<file path="config.mk">
export PLATFORM = sky130hd
export DESIGN_NAME = pdr_lane
export DESIGN_NICKNAME = d
export VERILOG_FILES = /design/src/hw/rtl/pdr_pkg.sv /design/src/hw/rtl/pdr_lane.sv
export SDC_FILE = /design/constraint.sdc
export NUM_CORES = 2
export LEC_CHECK = 0
export BUFFER_PORTS_ARGS = -buffer_cell sky130_fd_sc_hd__buf_2
export CAP_MARGIN = 20
export CORE_MARGIN = 2
export CORE_UTILIZATION = 40
export DETAILED_ROUTE_END_ITERATION = 16
export PLACE_DENSITY = 0.52
export SLEW_MARGIN = 10
export SYNTH_ARGS = -nofsm -noshare
export SYNTH_HDL_FRONTEND = slang
export SYNTH_SLANG_ARGS = --single-unit
</file>
<file path="constraint.sdc">
create_clock -name clk_i -period 12.6 [get_ports clk_i]
set_clock_uncertainty 0.1 [all_clocks]
set_input_delay 2.52 -clock clk_i [delete_from_list [all_inputs] [get_ports clk_i]]
set_output_delay 2.52 -clock clk_i [all_outputs]
set_load 0.05 [all_outputs]
</file>
<file path="src/hw/rtl/pdr_pkg.sv">
// ----------------------------------------------------------------------------
// pdr_pkg
// Shared types, number formats and codes of the delta-rule perceptron neuron.
// ----------------------------------------------------------------------------
package pdr_pkg;

  // Number formats
  localparam int FEAT_W     = 16;             // Q4.12 feature, target, output
  localparam int WGT_W      = 24;             // Q12.12 weight and bias
  localparam int FRAC_W     = 12;
  localparam int PROD_W     = FEAT_W + WGT_W; // feature * weight, Q.24
  localparam int ACC_W      = PROD_W + 4;     // room for eight products plus bias
  localparam int Z_W        = ACC_W - FRAC_W; // sum rounded to Q.12
  localparam int LEAK_W     = Z_W + 11;       // z * leaky slope
  localparam int R2E_W      = 34;             // 2 * rate * error, Q.28
  localparam int UPD_W      = R2E_W + FEAT_W; // step * feature, Q.40
  localparam int MAX_INPUTS = 8;
  localparam int IDX_W      = 4;
  localparam int RATE_W     = 16;
  localparam int BAND_W     = 15;
  localparam int CFG_IDX_W  = 2;

  localparam logic signed [10:0] LEAKY_Q16 = 11'sd655;  // 0.01 in Q0.16
  localparam logic signed [Z_W-1:0] ONE_Q12 = Z_W'(4096);

  // Request codes
  localparam logic [1:0] REQ_INFER = 2'd0;
  localparam logic [1:0] REQ_TRAIN = 2'd1;
  localparam logic [1:0] REQ_LOAD  = 2'd2;

  // Activation codes
  localparam logic [1:0] ACT_LINEAR = 2'd0;
  localparam logic [1:0] ACT_RELU   = 2'd1;
  localparam logic [1:0] ACT_LEAKY  = 2'd2;
  localparam logic [1:0] ACT_STEP   = 2'd3;

  // Configuration register indexes
  localparam logic [CFG_IDX_W-1:0] CFG_LEARNING_RATE   = 2'd0;
  localparam logic [CFG_IDX_W-1:0] CFG_ACTIVATION_MODE = 2'd1;
  localparam logic [CFG_IDX_W-1:0] CFG_ACCURACY_BAND   = 2'd2;

  localparam logic [IDX_W-1:0] BIAS_INDEX = 4'd8;

  localparam logic [RATE_W-1:0] RATE_RESET = 16'd6554;
  localparam logic [BAND_W-1:0] BAND_RESET = 15'd410;

  typedef struct packed {
    logic [1:0]              req_type;
    logic signed [FEAT_W-1:0] feature_0;
    logic signed [FEAT_W-1:0] feature_1;
    logic signed [FEAT_W-1:0] feature_2;
    logic signed [FEAT_W-1:0] feature_3;
    logic signed [FEAT_W-1:0] feature_4;
    logic signed [FEAT_W-1:0] feature_5;
    logic signed [FEAT_W-1:0] feature_6;
    logic signed [FEAT_W-1:0] feature_7;
    logic signed [FEAT_W-1:0] target_value;
    logic [IDX_W-1:0]        weight_index;
    logic signed [WGT_W-1:0]  weight_value;
  } in_item_t;

  typedef struct packed {
    logic signed [FEAT_W-1:0] output_value;
    logic signed [FEAT_W-1:0] error_value;
    logic                    within_band;
  } out_item_t;

  typedef struct packed {
    logic [CFG_IDX_W-1:0] index;
    logic [RATE_W-1:0]    value;
  } cfg_item_t;

  // Sequencer strobes to the lanes
  typedef struct packed {
    logic mul_en;
    logic upd_en;
  } lane_ctrl_t;

  // Saturate a Q.12 value to 16 bits
  function automatic logic signed [FEAT_W-1:0] sat_q412(input logic signed [Z_W-1:0] v);
    if (v > Z_W'(32767)) begin
      return 16'sh7fff;
    end else if (v < -Z_W'(32768)) begin
      return 16'sh8000;
    end else begin
      return v[FEAT_W-1:0];
    end
  endfunction

  // Saturate a 25-bit sum to a 24-bit weight
  function automatic logic signed [WGT_W-1:0] sat_wgt(input logic signed [WGT_W:0] v);
    if (v[WGT_W] != v[WGT_W-1]) begin
      return v[WGT_W] ? {1'b1, {(WGT_W-1){1'b0}}} : {1'b0, {(WGT_W-1){1'b1}}};
    end else begin
      return v[WGT_W-1:0];
    end
  endfunction

endpackage

</file>
<file path="src/hw/rtl/pdr_lane.sv">
// ----------------------------------------------------------------------------
// pdr_lane
// One weight lane: holds a weight, forms feature * weight, applies its update.
// ----------------------------------------------------------------------------
module pdr_lane (
  input  logic                               clk_i,
  input  logic                               rst_ni,
  input  pdr_pkg::lane_ctrl_t                ctrl_i,
  input  logic                               wr_en_i,
  input  logic signed [pdr_pkg::WGT_W-1:0]   wr_val_i,
  input  logic signed [pdr_pkg::FEAT_W-1:0]  feat_i,
  input  logic signed [pdr_pkg::R2E_W-1:0]   rate2e_i,
  output logic signed [pdr_pkg::PROD_W-1:0]  prod_o
);

  logic signed [pdr_pkg::WGT_W-1:0]  w_q, w_d;
  logic signed [pdr_pkg::PROD_W-1:0] prod_q;
  logic signed [pdr_pkg::UPD_W-1:0]  upd_prod;
  logic signed [pdr_pkg::UPD_W-1:0]  upd_rnd;
  logic signed [pdr_pkg::UPD_W-29:0] upd_step;
  logic signed [pdr_pkg::WGT_W:0]    w_sum;

  // Delta step rounded half up from Q.40 to Q.12, then saturated add
  always_comb begin
    upd_prod = rate2e_i * feat_i;
    upd_rnd  = upd_prod + (pdr_pkg::UPD_W'(1) <<< 27);
    upd_step = $signed(upd_rnd[pdr_pkg::UPD_W-1:28]);
    w_sum    = pdr_pkg::WGT_W'(0) + w_q + upd_step;
    w_d      = w_q;
    if (wr_en_i) begin
      w_d = wr_val_i;
    end else if (ctrl_i.upd_en) begin
      w_d = pdr_pkg::sat_wgt(w_sum);
    end
  end

  always_ff @(posedge clk_i or negedge rst_ni) begin
    if (!rst_ni) begin
      w_q <= '0;
    end else begin
      w_q <= w_d;
    end
  end

  // Product register
  always_ff @(posedge clk_i) begin
    if (ctrl_i.mul_en) begin
      prod_q <= feat_i * w_q;
    end
  end

  assign prod_o = prod_q;

endmodule

</file>
# Yosys cells after proc, flatten, opt, wreduce, memory -nomap -nowiden
# Index checks and enable logic that the tools add are counted.
[classes] n_addsub=2 n_mul=2 div=0 n_lt_le_gt_ge=0 n_eq_ne=1 n_shift=0 mux=4 bitwise_logic=0 n_reduce_logical=1
[op_table] operator="2-to-1 mux 24 bit" count=4
[op_table] operator="adder 50 x 29 -> 50 bit, second input constant" count=1
[op_table] operator="multiplier 34 x 16 -> 50 bit" count=1
[op_table] operator="multiplier 16 x 24 -> 40 bit" count=1
[op_table] operator="adder 24 x 22 -> 25 bit" count=1
[op_table] operator="nonzero test 2 bit" count=1
[op_table] operator="!= test 1 bit" count=1
[word_totals] ff_bits=64 latch_bits=0 ram_bits=0 romBits=0 inputBits=79 elab_cells=12 n_memories=0

# Depth between registers and ports, before layout
[logic_depth] depth_word=7 mapped_depth=37

# Least setup slack after synthesis
# No wires, ideal clock.
[synth_path] kind="input to register" startpoint="in feat_i[1] (netlist bit)" endpoint="reg w_q[0] (netlist bit)" arrival_time_ns=10.529 t_required_ns=12.374 path_slack_ns=1.845 path_stages=36 path_buffers=2 path_cell_list="clkbuf_1 clkbuf_1 nand2_1 fa_1 inv_1 fa_1 inv_1 fa_1 inv_1 fa_1 fa_1 inv_1 fa_1 inv_1 ha_1 a21oi_1 o21ai_0 or4b_1 a21oi_1 o21ai_0 inv_1 o21ai_0 a21oi_1 o21bai_1 xor2_1 ha_1 a21o_1 a21oi_1 nor2b_1 nor4_1 a21oi_1 a221o_1 a31oi_4 nand3_2 a21o_1 a221o_1"
[synth_via] elab_chain_cells=7 word_cells_on_any_way=8 classes_between="add/sub (2); mul (1); eq/ne (1); mux (4)"
[synth_rtl] element="start: declaration" line="pdr_lane.sv:11" source="input logic signed [pdr_pkg::FEAT_W-1:0] feat_i,"
[synth_rtl] element="multiplier 34 x 16 -> 50 bit *" line="pdr_lane.sv:25" source="upd_prod = rate2e_i * feat_i;"
[synth_rtl] element="adder 50 x 29 -> 50 bit *" line="pdr_lane.sv:26" source="upd_rnd = upd_prod + (pdr_pkg::UPD_W'(1) <<< 27);"
[synth_rtl] element="adder 24 x 22 -> 25 bit *" line="pdr_lane.sv:28" source="w_sum = pdr_pkg::WGT_W'(0) + w_q + upd_step;"
[synth_rtl] element="2-to-1 mux 24 bit or != test 1 bit (tied branches)" line="pdr_pkg.sv:93, pdr_pkg.sv:92"
[synth_rtl] element="2-to-1 mux 24 bit *" line="pdr_pkg.sv:92" source="if (v[WGT_W] != v[WGT_W-1]) begin"
[synth_rtl] element="2-to-1 mux 24 bit *" line="pdr_lane.sv:32" source="end else if (ctrl_i.upd_en) begin"
[synth_rtl] element="2-to-1 mux 24 bit *" line="pdr_lane.sv:30" source="if (wr_en_i) begin"
[synth_rtl] element="end signal: assignment" line="pdr_lane.sv:41" source="w_q <= w_d;"
[synth_rtl] element="end: declaration" line="pdr_lane.sv:16" source="logic signed [pdr_pkg::WGT_W-1:0] w_q, w_d;"
# Every way passes the cells marked *; elsewhere a longest branch is shown, timed or not. The select of a mux whose other input is x is not followed.
# A chain may end at the register's enable or synchronous reset.

# Worst setup path after layout
[layout_path] startpoint="in feat_i[1] (netlist bit)" endpoint="reg w_q[17] (netlist bit)"
# Same word-level chain as after synthesis.

==> impl_metrics.json <==
{
  "run_status": "complete, no violations",
  "max-clock-path-buffers": 2,
  "r2r_cells": 23,
  "detailedRoute.firstIterationViolations": 1194,
  "cts-root-buf": "clkbuf_16",
  "mostFrequentLayoutCell": "inv_1",
  "cp.required_ns": 12.71,
  "timing.fmax_mhz": 86.5,
  "setup_violations": 0,
  "cells_after_synth": 3853,
  "h_tree_levels": 3,
  "async_flop_share_pct": 37.5,
  "ys_warns": 0,
  "post_cts_resized": 0,
  "track_usage_pct": 21.0,
  "reg2reg_setup_slack_ns": 4.80,
  "postLayoutCoreUtil_pct": 42.7,
  "place.detailed.hpwl_um": 72100,
  "crit_fanout": 30,
  "timing.critical_path.to": "w_q[17]$_DFFE_PN0P_",
  "maxSlewHeadroom_pct": 32.6,
  "clkSinkCount": 64,
  "mappedNetlistArea_um2": 35000,
  "floorplan.initialDensity_pct": 40.4,
  "crit_start": "feat_i[1]",
  "path_delay_family": "adder cells",
  "hold_class": "flip-flop to flip-flop",
  "die_w_um": 300,
  "drt.antenna.violating_nets": 0,
  "synth-seq-cells": 64,
  "nFillCells": 8827,
  "dpl.cell_count": 4999,
  "core-area_um2": 86800,
  "timing.critical_path.slowest_stage_cell": "or4b_1",
  "synth-main-ff-cell": "edfxtp_1",
  "synth_enable_flop_cells": 40,
  "routed_wl_um": 89900,
  "globalRoute.totalOverflow": 0,
  "seqCellArea_um2": 1800,
  "worstSetupStartpointType": "input port",
  "setup.worst_path.class": "input port to flip-flop",
  "antenna_found_initial": 5,
  "worst_slew_pin_slew_ns": 1.01,
  "first_global_vias": 26760,
  "r2r_start": "w_q[10]$_DFFE_PN0P_",
  "layout.nets": 5059,
  "clkTransAtPathRegs_ns": 0.06,
  "post_layout_nonfiller_instances": 5016,
  "r2r_endpoint": "prod_o[36]$_DFFE_PP_",
  "setup_tns_ns": 0,
  "synth.avg_cell_area_um2": 9.09,
  "drt-pass1-iter-count": 5,
  "timing.final.hold_violations": 0,
  "min_from": "w_q[7]$_DFFE_PN0P_",
  "multi_input_area_um2": 28900,
  "boundaryPins": 119,
  "detail_route.vias_per_cell": 4.94,
  "critical_path_depth": 35,
  "std_cell_rows": 108,
  "cts_inserted_buffers": 9,
  "areaGrowthSynthToFinish_pct": 5.75,
  "postCtsSetupRepairBufs": 0,
  "slew_violations": 0,
  "grt_setup_unrepaired": "no",
  "yosysSeqAreaShare_pct": 5.14,
  "layout_common_cells": "inv_1 (990), fa_1 (888), nand2_1 (602)",
  "floorplan.die.height_um": 300,
  "route.detailed.drc": 0,
  "drive_above_1_share_pct": 4.98,
  "final.period_utilization_pct": 91.7,
  "worst_skew_pair.late_latency_ns": 0.38,
  "synthesized_netlist_net_count": 5057,
  "synth_cell_types": 67,
  "critPathMaxStageDelay_ns": 0.60,
  "num_vias": 24774,
  "worstPathBufferInverterCount": 7,
  "period_needed_ns": 11.56,
  "place_congestion": 0.833,
  "post_drt_wl_per_cell_um": 17.9,
  "hold_fix_buffers_cts": 0,
  "dieArea_um2": 89900,
  "global_route_wire_length_before_repair_um": 147000,
  "largest_net_degree_at_the_start_of_global_routing": 53,
  "io_buffer_count": 118,
  "max_capacitance_violation_count": 0,
  "worst-endpoint-arrival_ns": 11.67,
  "crit_path_end_kind": "flip-flop",
  "cts_tree": "yes"
}
registers in the layout, indices dropped and copies added, names as in the netlist:
| name | cells |
|---|---|
| w_q | 24 |
| prod_o | 40 |
worst min-delay path, delay by kind of cell (launching register included):
kind | cells | cell delay, ns
flip-flops | 1 | 0.40
AO/OA/AOI/OAI | 2 | 0.25
layout make-up:
type | instances | share of cell area (%)
Antenna cell | 2 | 0.0135
Clock buffer | 11 | 0.655
Clock inverter | 4 | 0.0777
Inverter | 990 | 10.0
Multi-Input combinational cell | 2631 | 78.0
Sequential cell | 64 | 4.86
Tap cell | 1155 | 3.90
Timing Repair Buffer | 159 | 2.49
how the worst min path moves through the flow:
stage / to / slack (ns) / depth (start not counted)
floorplan: w_q[22]$_DFFE_PN0P_ / 0.53 / 2
global placement: w_q[7]$_DFFE_PN0P_ / 0.58 / 2
detailed placement: w_q[7]$_DFFE_PN0P_ / 0.57 / 2
CTS: w_q[7]$_DFFE_PN0P_ / 0.59 / 2
global route: w_q[7]$_DFFE_PN0P_ / 0.62 / 2
finish: w_q[7]$_DFFE_PN0P_ / 0.59 / 2
cells by family after synthesis:
kind of cell	count (synthesis)	synth area share, %
and+or+nand+nor	1122	15.2
adders and majority gates	1127	59.3
AOI/OAI and AO/OA	288	5.56
muxes	1	0.0286
xor gates and xnor gates	93	2.33
buffers and inverters	1158	12.4
DFF	64	5.14
routing by layer:
metal  up-vias  wire (um)  global-route usage, %
met3       116       3880                   2.71
met2       455      44800                   35.8
met1     12962      38800                   28.2
met4         4       2480                   5.42
li1      11237          -                      -
met5         -         21                      0
synth_stat cells, types with 4 or more instances:
cell | instances | area, um^2
a211oi_1 | 9 | 67.6
xor2_1 | 21 | 184
o21bai_1 | 15 | 113
nor3_1 | 18 | 90.1
nor3b_1 | 11 | 82.6
nor2_1 | 66 | 248
clkbuf_1 | 167 | 627
a41oi_1 | 5 | 43.8
ha_1 | 237 | 2970
dfrtp_1 | 24 | 601
a31oi_1 | 6 | 37.5
a221o_1 | 6 | 60.1
o21ai_0 | 39 | 195
nor2b_1 | 11 | 68.8
and3_1 | 9 | 56.3
fa_1 | 888 | 17800
inv_1 | 990 | 3720
xnor2_1 | 72 | 631
o21a_1 | 11 | 82.6
edfxtp_1 | 40 | 1200
o221ai_1 | 10 | 87.6
nand2b_1 | 43 | 269
o211ai_1 | 6 | 45.0
a22oi_1 | 4 | 30.0
a21o_1 | 45 | 338
nand4_1 | 10 | 62.6
nand3_1 | 20 | 100
a21oi_1 | 88 | 440
nand2_1 | 602 | 2260
o21ai_1 | 6 | 30.0
and2_1 | 317 | 1980
stage by stage:
step | cell area [um^2] | worst slack (ns) | hold slack, ns
final | 37000 | 1.04 | 0.590
after global routing | 37000 | 0.336 | 0.616
after CTS | 37000 | 1.08 | 0.589
after detailed placement | 36800 | 0.688 | 0.574
after global placement | 36800 | 0.738 | 0.582
after floorplan | 35000 | 1.85 | 0.530
Power is left out: the tool's default activity adds up to more than one toggle a clock period on the data nets, which glitch-free logic cannot reach.
