### config.mk
export PLATFORM = sky130hd
export DESIGN_NAME = pdr_merge
export DESIGN_NICKNAME = d
export VERILOG_FILES = /design/src/hw/rtl/pdr_pkg.sv /design/src/hw/rtl/pdr_merge.sv
export SDC_FILE = /design/constraint.sdc
export NUM_CORES = 1
export LEC_CHECK = 0
export ABC_CLOCK_PERIOD_IN_PS = 11800
export BUFFER_PORTS_ARGS = -buffer_cell sky130_fd_sc_hd__buf_4
export CELL_PAD_IN_SITES_DETAIL_PLACEMENT = 1
export CELL_PAD_IN_SITES_GLOBAL_PLACEMENT = 2
export CORE_UTILIZATION = 33
export CTS_CLUSTER_SIZE = 16
export DETAILED_ROUTE_END_ITERATION = 12
export GPL_TIMING_DRIVEN = 0
export PLACE_DENSITY_LB_ADDON = 0.1
export SYNTH_ARGS = -nofsm -noshare
export SYNTH_HDL_FRONTEND = slang
export SYNTH_SLANG_ARGS = --single-unit
### constraint.sdc
create_clock -name clk_i -period 11.8 [get_ports clk_i]
set_input_delay 0 -clock clk_i [delete_from_list [all_inputs] [get_ports clk_i]]
set_output_delay 0 -clock clk_i [all_outputs]
set_load 0.02 [all_outputs]
### src/hw/rtl/pdr_pkg.sv
// ----------------------------------------------------------------------------
// pdr_pkg
// Shared types, number formats and codes of the delta-rule perceptron neuron.
// ----------------------------------------------------------------------------
package pdr_pkg;

  // Number formats
  localparam int FEAT_W     = 16;             // Q4.12 feature, target, output
  localparam int WGT_W      = 24;             // Q12.12 weight and bias
  localparam int FRAC_W     = 12;
  localparam int PROD_W     = FEAT_W + WGT_W; // feature * weight, Q.24
  localparam int ACC_W      = PROD_W + 4;     // room for eight products plus bias
  localparam int Z_W        = ACC_W - FRAC_W; // sum rounded to Q.12
  localparam int LEAK_W     = Z_W + 11;       // z * leaky slope
  localparam int R2E_W      = 34;             // 2 * rate * error, Q.28
  localparam int UPD_W      = R2E_W + FEAT_W; // step * feature, Q.40
  localparam int MAX_INPUTS = 8;
  localparam int IDX_W      = 4;
  localparam int RATE_W     = 16;
  localparam int BAND_W     = 15;
  localparam int CFG_IDX_W  = 2;

  localparam logic signed [10:0] LEAKY_Q16 = 11'sd655;  // 0.01 in Q0.16
  localparam logic signed [Z_W-1:0] ONE_Q12 = Z_W'(4096);

  // Request codes
  localparam logic [1:0] REQ_INFER = 2'd0;
  localparam logic [1:0] REQ_TRAIN = 2'd1;
  localparam logic [1:0] REQ_LOAD  = 2'd2;

  // Activation codes
  localparam logic [1:0] ACT_LINEAR = 2'd0;
  localparam logic [1:0] ACT_RELU   = 2'd1;
  localparam logic [1:0] ACT_LEAKY  = 2'd2;
  localparam logic [1:0] ACT_STEP   = 2'd3;

  // Configuration register indexes
  localparam logic [CFG_IDX_W-1:0] CFG_LEARNING_RATE   = 2'd0;
  localparam logic [CFG_IDX_W-1:0] CFG_ACTIVATION_MODE = 2'd1;
  localparam logic [CFG_IDX_W-1:0] CFG_ACCURACY_BAND   = 2'd2;

  localparam logic [IDX_W-1:0] BIAS_INDEX = 4'd8;

  localparam logic [RATE_W-1:0] RATE_RESET = 16'd6554;
  localparam logic [BAND_W-1:0] BAND_RESET = 15'd410;

  typedef struct packed {
    logic [1:0]              req_type;
    logic signed [FEAT_W-1:0] feature_0;
    logic signed [FEAT_W-1:0] feature_1;
    logic signed [FEAT_W-1:0] feature_2;
    logic signed [FEAT_W-1:0] feature_3;
    logic signed [FEAT_W-1:0] feature_4;
    logic signed [FEAT_W-1:0] feature_5;
    logic signed [FEAT_W-1:0] feature_6;
    logic signed [FEAT_W-1:0] feature_7;
    logic signed [FEAT_W-1:0] target_value;
    logic [IDX_W-1:0]        weight_index;
    logic signed [WGT_W-1:0]  weight_value;
  } in_item_t;

  typedef struct packed {
    logic signed [FEAT_W-1:0] output_value;
    logic signed [FEAT_W-1:0] error_value;
    logic                    within_band;
  } out_item_t;

  typedef struct packed {
    logic [CFG_IDX_W-1:0] index;
    logic [RATE_W-1:0]    value;
  } cfg_item_t;

  // Sequencer strobes to the lanes
  typedef struct packed {
    logic mul_en;
    logic upd_en;
  } lane_ctrl_t;

  // Saturate a Q.12 value to 16 bits
  function automatic logic signed [FEAT_W-1:0] sat_q412(input logic signed [Z_W-1:0] v);
    if (v > Z_W'(32767)) begin
      return 16'sh7fff;
    end else if (v < -Z_W'(32768)) begin
      return 16'sh8000;
    end else begin
      return v[FEAT_W-1:0];
    end
  endfunction

  // Saturate a 25-bit sum to a 24-bit weight
  function automatic logic signed [WGT_W-1:0] sat_wgt(input logic signed [WGT_W:0] v);
    if (v[WGT_W] != v[WGT_W-1]) begin
      return v[WGT_W] ? {1'b1, {(WGT_W-1){1'b0}}} : {1'b0, {(WGT_W-1){1'b1}}};
    end else begin
      return v[WGT_W-1:0];
    end
  endfunction

endpackage

### src/hw/rtl/pdr_merge.sv
// ----------------------------------------------------------------------------
// pdr_merge
// Adds the lane products and the bias into the registered dot product.
// ----------------------------------------------------------------------------
module pdr_merge #(
  parameter int N_INPUTS = 8
) (
  input  logic                              clk_i,
  input  logic                              sum_en_i,
  input  logic signed [pdr_pkg::PROD_W-1:0] prod_i [N_INPUTS],
  input  logic signed [pdr_pkg::WGT_W-1:0]  bias_i,
  output logic signed [pdr_pkg::ACC_W-1:0]  acc_o
);

  logic signed [pdr_pkg::ACC_W-1:0] sum;
  logic signed [pdr_pkg::ACC_W-1:0] acc_q;

  // Bias in Q.24 plus every lane product
  always_comb begin
    sum = $signed({{(pdr_pkg::ACC_W-pdr_pkg::WGT_W-pdr_pkg::FRAC_W){bias_i[pdr_pkg::WGT_W-1]}},
                   bias_i, {pdr_pkg::FRAC_W{1'b0}}});
    for (int i = 0; i < N_INPUTS; i++) begin
      sum = sum + pdr_pkg::ACC_W'(prod_i[i]);
    end
  end

  always_ff @(posedge clk_i) begin
    if (sum_en_i) begin
      acc_q <= sum;
    end
  end

  assign acc_o = acc_q;

endmodule

==> After elaboration in Yosys (flattened, before gate mapping) <==
Cells that the tools add are included.
{ "op_classes": {"n_addsub": 8} }
{ "ops": {"columns": ["operator", "count"], "rows": [
  ["$add A44 B40 Y44", 4],
  ["$add A43 B40 Y44", 1],
  ["$add A42 B40 Y43", 1],
  ["$add A41 B40 Y42", 1],
  ["$add A36 B40 Y41", 1]
]} }
{ "totals": {"register_bits": 44, "in_bits": 346, "output_inout_bits": 44, "elab_cells": 9} }

==> Longest topological paths before layout <==
Gate-level depths: netlist (run 1).
{ "logic_depth": {"depth_word": 8, "ltp_mapped": 19} }

==> Worst setup path before layout (run 1) <==
No wires, ideal clock.
{ "synth_path": {"kind": "input port to flip-flop", "startpoint": "input port prod_i[122] in the netlist's numbering", "endpoint": "register acc_q, in the netlist acc_o[40] (data pin)", "arrival_ns": 4.353, "t_required_ns": 11.648, "slack_ns": 7.296, "cell_stages": 19, "n_path_buf": 0, "cell_sequence": "inv_1 > fa_1 > inv_1 > fa_1 > fa_1 > inv_1 > fa_1 > inv_1 > ha_1 > inv_1 > fa_1 > or2b_1 > a21oi_4 > o21ai_1 > a211o_1 > a21o_1 > o21a_1 > or3_1 > a31oi_1"} }
{ "synth_between": {"elab_chain_cells": 4} }
{ "synth_rtl": {"columns": ["item", "line", "text"], "rows": [
  ["from (decl)", "pdr_merge.sv:10", "input logic signed [pdr_pkg::PROD_W-1:0] prod_i [N_INPUTS],"],
  ["$add A44 B40 Y44 (4 in a row)", "pdr_merge.sv:23", "sum = sum + pdr_pkg::ACC_W'(prod_i[i]);"],
  ["named net sum (one bit)", "pdr_merge.sv:15", "logic signed [pdr_pkg::ACC_W-1:0] sum;"],
  ["to (signal assigned)", "pdr_merge.sv:29", "acc_q <= sum;"],
  ["to (decl)", "pdr_merge.sv:16", "logic signed [pdr_pkg::ACC_W-1:0] acc_q;"]
]} }
The timed path passes the listed nets, and every way through them passes these cells.
A chain may end at the register's enable or synchronous reset.

==> Worst setup path in the final report (run 1) <==
{ "layout_path": {"startpoint": "input port prod_i[122] in the netlist's numbering", "endpoint": "register acc_q, in the netlist acc_o[38] (data pin)"} }
The elaborated chain is that of the path after synthesis.

==> results of run 1 <==
## cell usage after synthesis (3+ instances only)
cell type,number,area [sq um]
sky130_fd_sc_hd__nor2_1,26,97.59
sky130_fd_sc_hd__edfxtp_1,44,1321
sky130_fd_sc_hd__a31oi_1,7,43.79
sky130_fd_sc_hd__and2_1,6,37.54
sky130_fd_sc_hd__and3_1,6,37.54
sky130_fd_sc_hd__nand2_1,23,86.33
sky130_fd_sc_hd__xnor2_1,23,201.4
sky130_fd_sc_hd__fa_1,271,5425
sky130_fd_sc_hd__xor2_1,13,113.9
sky130_fd_sc_hd__a21o_1,24,180.2
sky130_fd_sc_hd__o21ai_0,19,95.09
sky130_fd_sc_hd__nor2b_1,5,31.28
sky130_fd_sc_hd__a211oi_1,3,22.52
sky130_fd_sc_hd__a311oi_1,3,26.28
sky130_fd_sc_hd__nor3_1,4,20.02
sky130_fd_sc_hd__ha_1,56,700.7
sky130_fd_sc_hd__o211ai_1,6,45.04
sky130_fd_sc_hd__buf_4,3,22.52
sky130_fd_sc_hd__inv_1,448,1682
sky130_fd_sc_hd__o21a_1,8,60.06
sky130_fd_sc_hd__clkbuf_1,5,18.77
sky130_fd_sc_hd__a21o_2,3,26.28
sky130_fd_sc_hd__nand4_1,5,31.28
sky130_fd_sc_hd__nand3_1,8,40.04
sky130_fd_sc_hd__a21oi_1,39,195.2
## worst max-delay path, cell delays in order
cell	delay, ns
sky130_fd_sc_hd__buf_4	0.08
sky130_fd_sc_hd__inv_1	0.04
sky130_fd_sc_hd__fa_1	0.52
sky130_fd_sc_hd__inv_1	0.05
sky130_fd_sc_hd__fa_1	0.51
sky130_fd_sc_hd__fa_1	0.49
sky130_fd_sc_hd__inv_1	0.05
sky130_fd_sc_hd__fa_1	0.42
sky130_fd_sc_hd__inv_1	0.07
sky130_fd_sc_hd__ha_1	0.17
sky130_fd_sc_hd__inv_1	0.07
sky130_fd_sc_hd__fa_1	0.45
sky130_fd_sc_hd__or2b_1	0.30
sky130_fd_sc_hd__a21oi_4	0.17
sky130_fd_sc_hd__o21ai_1	0.12
sky130_fd_sc_hd__a211o_1	0.35
sky130_fd_sc_hd__o31ai_4	0.36
sky130_fd_sc_hd__a31o_2	0.24
sky130_fd_sc_hd__o21ai_0	0.15
sky130_fd_sc_hd__xnor2_1	0.16
## power by group through the flow
stage	logic [mW]	clock network [mW]	registers, mW
2_1_floorplan	2.94	0	0.595
3_3_place_gp	4.12	0	0.485
3_5_place_dp	4.17	0	0.490
4_1_cts	4.20	0.187	0.488
5_1_grt	4.68	0.191	0.495
6_report	4.11	0.182	0.486
## placed cells by master (no fill, tap or decap), types with 7 or more instances in the layout
cell                       count
sky130_fd_sc_hd__nand3_1       8
sky130_fd_sc_hd__a21o_1       24
sky130_fd_sc_hd__inv_1       448
sky130_fd_sc_hd__xnor2_1      23
sky130_fd_sc_hd__nor2_1       26
sky130_fd_sc_hd__o21ai_0      19
sky130_fd_sc_hd__ha_1         56
sky130_fd_sc_hd__nand2_1      23
sky130_fd_sc_hd__o21a_1        8
sky130_fd_sc_hd__buf_4       392
sky130_fd_sc_hd__edfxtp_1     44
sky130_fd_sc_hd__a31oi_1       7
sky130_fd_sc_hd__fa_1        271
sky130_fd_sc_hd__a21oi_1      39
sky130_fd_sc_hd__xor2_1       13
## logic make-up after synthesis
family                   synth area share
buffers and inverters              0.1604
adder cells (fa/ha/maj)            0.5629
AO/OA/AOI/OAI                     0.08151
AND/OR/NAND/NOR                   0.04392
flip-flops                         0.1214
XOR/XNOR                          0.02897
multiplexers                    0.0009198
## area by class of cell
type	instances	area, sq um	share of cell area
plain buffers	10	63.81	0.004388
inverters	448	1682	0.1156
repair buffers	389	2920	0.2008
multi-input cells	590	7816	0.5375
clock buffers	5	125.1	0.008604
flip-flops and latches	44	1321	0.09086
clock inverters	2	60.06	0.004130
well taps	442	553.0	0.03803
## how the worst min path moves through the flow
stage / endpoint / start
floorplan: acc_o[0] / sum_en_i
global placement: acc_o[0] / prod_i[280]
finish: acc_o[0] / prod_i[280]
detailed placement: acc_o[0] / acc_o[0]
CTS: acc_o[0] / prod_i[280]
global route: acc_o[0] / prod_i[280]
## routing by layer
layer  wire [um]  GRT usage  part of all wire
met5           0          0                 0
met3        1364    0.02100             0.052
met1       10230     0.1916              0.39
met2       14310     0.3103              0.55
met4         197    0.02300            0.0075
## metrics by stage
stage / hold WS [ns] / worst slack [ns] / utilization
finish: 0.1556 / 7.048 / 0.4481
global route: 0.1690 / 6.829 / 0.4481
CTS: 0.1502 / 6.983 / 0.4481
detailed placement: 0.4329 / 6.673 / 0.4424
global placement: 0.4144 / 6.715 / 0.4424
floorplan: 0.1125 / 7.296 / -
==> impl_metrics.prom, run 1 <==
# TYPE chip_impl_metric gauge
chip_impl_metric{name="net-switching-power",unit="mW"} 2.436
chip_impl_metric{name="coreArea",unit="sq um"} 32450
chip_impl_metric{name="sequential_group_share_of_total_power",unit=""} 0.102
chip_impl_info{name="critPathLaunch",value="prod_i[122]"} 1
chip_impl_metric{name="grt_usage",unit=""} 0.1608
chip_impl_metric{name="timing.final.hold_violations",unit=""} 0
chip_impl_metric{name="clock_power_share",unit=""} 0.038
chip_impl_metric{name="min_delay_path_depth",unit=""} 3
chip_impl_metric{name="place.detailed.hpwl",unit="um"} 24690
chip_impl_metric{name="fillers",unit=""} 3790
chip_impl_metric{name="grt_pass1_vias",unit=""} 9492
chip_impl_metric{name="grt_remaining_overflow",unit=""} 0
chip_impl_metric{name="ys_seq_area_frac",unit=""} 0.1214
chip_impl_metric{name="placement_rows",unit=""} 66
chip_impl_metric{name="timing.final.crit_share",unit=""} 0.4027
chip_impl_metric{name="syn-cell-area",unit="sq um"} 10880
chip_impl_metric{name="synthDistinctLibCells",unit=""} 52
chip_impl_metric{name="number_of_instances_in_the_synthesized_netlist",unit=""} 1092
chip_impl_metric{name="worst_setup_hold_path_clk_slew",unit="ns"} 0.06
chip_impl_metric{name="p_leak",unit="nW"} 7.923
chip_impl_info{name="endpoint_kind",value="register"} 1
chip_impl_metric{name="finalCriticalPeriod",unit="ns"} 4.752
chip_impl_metric{name="synth_seq_cells",unit=""} 44
chip_impl_metric{name="routed-via-count",unit=""} 8320
chip_impl_metric{name="timing.critical_path.arrival",unit="ns"} 4.78
chip_impl_metric{name="global_route_wire_length_before_repair",unit="um"} 43700
chip_impl_metric{name="route.detailed.drc",unit=""} 0
chip_impl_metric{name="max-cap-violations",unit=""} 0
chip_impl_metric{name="drt-pass1-iter-count",unit=""} 4
chip_impl_metric{name="number_of_clock_sinks_seen_by_cts",unit=""} 44
chip_impl_metric{name="slew_limit_fails",unit=""} 0
chip_impl_metric{name="slew_headroom",unit=""} 0.5732
chip_impl_info{name="path_class",value="primary input to register"} 1
chip_impl_info{name="yosys_most_used_dff",value="sky130_fd_sc_hd__edfxtp_1"} 1
chip_impl_metric{name="num_io_pins",unit=""} 390
chip_impl_metric{name="setup-tns-final",unit="ns"} 0
chip_impl_metric{name="final_setup_vio_count",unit=""} 0
chip_impl_metric{name="post-cts-setup-buffers",unit=""} 0
chip_impl_info{name="clock-root-buffer",value="sky130_fd_sc_hd__clkbuf_16"} 1
chip_impl_metric{name="number_of_antenna_violations_at_the_first_check_in_global_routing",unit=""} 0
chip_impl_metric{name="layout.cell_area.non_filler",unit="sq um"} 14540
chip_impl_metric{name="largest_register_ffs",unit=""} 44
chip_impl_metric{name="worst-slew-pin-transition",unit="ns"} 0.6403
chip_impl_metric{name="share_of_total_power_in_combinational_logic",unit=""} 0.860
chip_impl_metric{name="final_nets",unit=""} 2161
chip_impl_info{name="min-delay-path-class",value="primary input to register"} 1
chip_impl_metric{name="drt_iter0_markers",unit=""} 138
chip_impl_metric{name="asyncSetResetFlopFracSynth",unit=""} 0
chip_impl_metric{name="placed_area",unit="sq um"} 14360
chip_impl_metric{name="peakVddDrop",unit="V"} 0.0001440
chip_impl_metric{name="synth-edff-count",unit=""} 44
chip_impl_metric{name="ctsHtreeMaxLevel",unit=""} 2
chip_impl_metric{name="synthesis.nets",unit=""} 1765
chip_impl_metric{name="finalWeightedCongestion",unit=""} 0.7429
chip_impl_metric{name="cts_inserted_buffers",unit=""} 5
chip_impl_metric{name="buffers_on_ports",unit=""} 389
chip_impl_metric{name="postRouteAntennaNets",unit=""} 0
chip_impl_metric{name="max_freq",unit="MHz"} 210.4
chip_impl_info{name="cts_tree",value="done"} 1
chip_impl_metric{name="yosys_warnings",unit=""} 0
chip_impl_metric{name="post-layout-total-power",unit="mW"} 4.781
chip_impl_metric{name="post_synth.cell_area_avg",unit="sq um"} 9.966
chip_impl_metric{name="synthToLayoutAreaGrowth",unit="%"} 33.62
chip_impl_info{name="outcome",value="finished, final reports clean"} 1
chip_impl_info{name="critPathLaunchType",value="primary input"} 1
chip_impl_metric{name="diodes",unit=""} 0
chip_impl_metric{name="post_cts_resized",unit=""} 0
chip_impl_metric{name="die_span_in_x",unit="um"} 183.6
chip_impl_metric{name="power_density",unit="nW/um^2"} 328.8
chip_impl_metric{name="dieArea",unit="sq um"} 33710
chip_impl_metric{name="start_util",unit=""} 0.3353
chip_impl_metric{name="cts-root-to-sink-buffers",unit=""} 2
chip_impl_info{name="grt_setup_unrepaired",value="no"} 1
chip_impl_metric{name="grt_start_max_net_pins",unit=""} 45
chip_impl_metric{name="power.share.switching",unit=""} 0.5095
chip_impl_metric{name="finalNonFillerCells",unit=""} 1930
chip_impl_metric{name="place.detailed.instances",unit=""} 1923
chip_impl_metric{name="vias_per_cell",unit=""} 4.311
chip_impl_info{name="endpoint",value="acc_o[38]"} 1
chip_impl_metric{name="die_y",unit="um"} 183.6
chip_impl_metric{name="wl_per_cell",unit="um"} 13.52
chip_impl_metric{name="cts_hold_buffers",unit=""} 0
chip_impl_metric{name="drt_wl_total",unit="um"} 26100
chip_impl_metric{name="crit_fanout",unit=""} 4
chip_impl_metric{name="internal-power",unit="mW"} 2.345
chip_impl_metric{name="critical_path_required",unit="ns"} 11.83
chip_impl_metric{name="final_layout_size_suffix_gt1_frac",unit=""} 0.2776
(Power assumes the default switching activity.)
==> run 2: changes to the inputs <==
ABC_CLOCK_PERIOD_IN_PS = 4800   (was 11800)
CORE_UTILIZATION = 31   (was 33)
clock period = 4.8 ns   (was 11.8 ns; I/O delays follow)
==> run 2 against run 1 <==
  * Sequential cell count is the same
  * Global-route usage shrank 0.60 points
  * Largest cell class unchanged
  * Total power grew 150%
  * Clock power grew 97%
  * Highest routed layer unchanged
==> impl_metrics.prom, run 2 (synthesized netlist as in run 1, its figures left out) <==
# TYPE chip_impl_metric gauge
chip_impl_info{name="cp_common_cell",value="sky130_fd_sc_hd__inv_1"} 1
chip_impl_metric{name="drt_wl_total",unit="um"} 26420
chip_impl_metric{name="timing.final.hold_violations",unit=""} 0
chip_impl_metric{name="power_density",unit="nW/um^2"} 810.6
chip_impl_metric{name="final_setup_vio_count",unit=""} 0
chip_impl_metric{name="place.detailed.hpwl",unit="um"} 24680
chip_impl_metric{name="wl_per_cell",unit="um"} 13.56
chip_impl_metric{name="cts-root-to-sink-buffers",unit=""} 2
chip_impl_info{name="timing.critical_path.slowest_stage_cell",value="sky130_fd_sc_hd__fa_1"} 1
chip_impl_metric{name="dieArea",unit="sq um"} 35860
chip_impl_metric{name="layout_setup_ws",unit="ns"} 0.1923
chip_impl_metric{name="peakVddDrop",unit="V"} 0.0003527
chip_impl_metric{name="synthToLayoutAreaGrowth",unit="%"} 33.90
chip_impl_info{name="path_class",value="primary input to register"} 1
chip_impl_metric{name="grt_remaining_overflow",unit=""} 0
chip_impl_metric{name="grt_start_max_net_pins",unit=""} 45
chip_impl_metric{name="diodes",unit=""} 0
chip_impl_metric{name="fillers",unit=""} 4022
chip_impl_metric{name="die_y",unit="um"} 189.4
chip_impl_metric{name="routed-via-count",unit=""} 8263
chip_impl_metric{name="buffers_on_ports",unit=""} 389
chip_impl_metric{name="max_freq",unit="MHz"} 217.0
chip_impl_metric{name="finalWeightedCongestion",unit=""} 0.7546
chip_impl_metric{name="critical_path_required",unit="ns"} 4.85
chip_impl_metric{name="coreArea",unit="sq um"} 34540
chip_impl_info{name="critPathLaunchType",value="primary input"} 1
chip_impl_info{name="list_of_cells_traversed_by_the_critical_path",value="buf_4 > inv_1 > fa_1 > inv_1 > fa_1 > fa_1 > inv_1 > fa_1 > inv_1 > ha_1 > inv_1 > fa_2 > or2b_1 > a21oi_4 > o21ai_2 > a211o_4 > o31ai_4 > a31o_2 > o21ai_0 > xnor2_1"} 1
chip_impl_metric{name="start_util",unit=""} 0.3151
chip_impl_metric{name="crit_fanout",unit=""} 4
chip_impl_info{name="most-common-layout-cells",value="sky130_fd_sc_hd__inv_1 (448), sky130_fd_sc_hd__buf_4 (396), sky130_fd_sc_hd__fa_1 (270), sky130_fd_sc_hd__ha_1 (56), sky130_fd_sc_hd__edfxtp_1 (44)"} 1
chip_impl_metric{name="worst_setup_hold_path_clk_slew",unit="ns"} 0.07
chip_impl_metric{name="slew_headroom",unit=""} 0.5654
chip_impl_metric{name="cp_slowest_stage_delay",unit="ns"} 0.53
chip_impl_metric{name="p_leak",unit="nW"} 7.918
chip_impl_info{name="min-delay-path-class",value="primary input to register"} 1
chip_impl_metric{name="worst-slew-pin-transition",unit="ns"} 0.6519
chip_impl_metric{name="ctsHtreeMaxLevel",unit=""} 2
chip_impl_metric{name="vias_per_cell",unit=""} 4.242
chip_impl_metric{name="number_of_clock_sinks_seen_by_cts",unit=""} 44
chip_impl_metric{name="placement_rows",unit=""} 68
chip_impl_metric{name="number_of_antenna_violations_at_the_first_check_in_global_routing",unit=""} 0
chip_impl_metric{name="dp_slack",unit="ns"} -0.3337
chip_impl_metric{name="finalCriticalPeriod",unit="ns"} 4.608
chip_impl_metric{name="final_layout_size_suffix_gt1_frac",unit=""} 0.2833
chip_impl_metric{name="finalNonFillerCells",unit=""} 1948
chip_impl_metric{name="route.detailed.drc",unit=""} 0
chip_impl_metric{name="slew_limit_fails",unit=""} 0
chip_impl_metric{name="grt_usage",unit=""} 0.1548
chip_impl_metric{name="final_nets",unit=""} 2165
chip_impl_metric{name="timing.critical_path.arrival",unit="ns"} 4.66
chip_impl_metric{name="layout.cell_area.non_filler",unit="sq um"} 14570
chip_impl_metric{name="die_span_in_x",unit="um"} 189.4
chip_impl_metric{name="postRouteAntennaNets",unit=""} 0
chip_impl_info{name="endpoint_kind",value="register"} 1
chip_impl_metric{name="max-cap-violations",unit=""} 0
chip_impl_metric{name="finish.utilization",unit=""} 0.4219
chip_impl_metric{name="cts_inserted_buffers",unit=""} 5
chip_impl_info{name="outcome",value="finished, final reports clean"} 1
chip_impl_metric{name="global_route_wire_length_before_repair",unit="um"} 44840
chip_impl_info{name="clock-root-buffer",value="sky130_fd_sc_hd__clkbuf_16"} 1
chip_impl_metric{name="drt-pass1-iter-count",unit=""} 4
chip_impl_metric{name="num_io_pins",unit=""} 390
chip_impl_metric{name="place.detailed.instances",unit=""} 1936
chip_impl_metric{name="grt_pass1_vias",unit=""} 9558
chip_impl_metric{name="timing.final.crit_share",unit=""} 0.9599
chip_impl_metric{name="drt_iter0_markers",unit=""} 114
chip_impl_info{name="most_common_library_cell_in_the_layout_ignoring_fill_and_taps",value="sky130_fd_sc_hd__inv_1"} 1
chip_impl_info{name="cts_tree",value="done"} 1
chip_impl_metric{name="largest_register_ffs",unit=""} 44
chip_impl_metric{name="fin_worst_hold_slack",unit="ns"} 0.1220
chip_impl_metric{name="placed_area",unit="sq um"} 14370
## run 2: worst paths after layout
| path | start | endpoint | slack, ns | depth (start not counted) |
|---|---|---|---|---|
| worst max-delay path | prod_i[2] | acc_o[38] | 0.19 | 20 |
| worst min-delay path | prod_i[280] | acc_o[0] | 0.12 | 3 |
## run 2: metal layers
layer  GRT usage  share of wire  vias to the layer above
met3     0.02354          0.049                        8
met2      0.2867           0.53                      206
met5           0              0                        -
li1            -              -                     3948
met4     0.02264         0.0080                        0
met1      0.1918           0.41                     4101
## run 2: stage by stage
step / power, mW / setup TNS [ns]
final: 11.81 / 0
after global routing: 13.33 / -0.02788
after CTS: 11.95 / 0
after detailed placement: 11.43 / -1.802
after global placement: 11.41 / -1.497
after floorplan: 8.694 / 0
## run 2: critical path: cells and delay by family
| kind | cells | cell delay, ns |
|---|---|---|
| fa+ha+maj | 6 | 2.55 |
| compound gates | 6 | 1.30 |
| buf+inv | 6 | 0.36 |
| simple gates | 1 | 0.29 |
| xor+xnor | 1 | 0.14 |
## run 2: where the power goes
part	leakage, nW	internal [mW]	switching, mW	total [mW]
Sequential	0.431	1.14	0.0533	1.19
Combinational	7.42	4.44	5.82	10.3
Clock	0.0635	0.192	0.167	0.359
Total	7.92	5.77	6.04	11.8
## run 2: layout make-up
class	count	area, sq um	share of cell area
plain buffers	10	63.81	0.004379
clock buffers	5	125.1	0.008586
clock inverters	3	18.77	0.001288
inverters	448	1682	0.1154
multi-input cells	590	7843	0.5382
flip-flops and latches	44	1321	0.09067
well taps	455	569.3	0.03907
repair buffers	393	2950	0.2025
## run 2: repair_timing
item                       CTS  global route
resized for setup            3             3
setup buffers                2             2
setup endpoints to repair    2             5
pin swaps                    4             6
hold buffers                 0             0
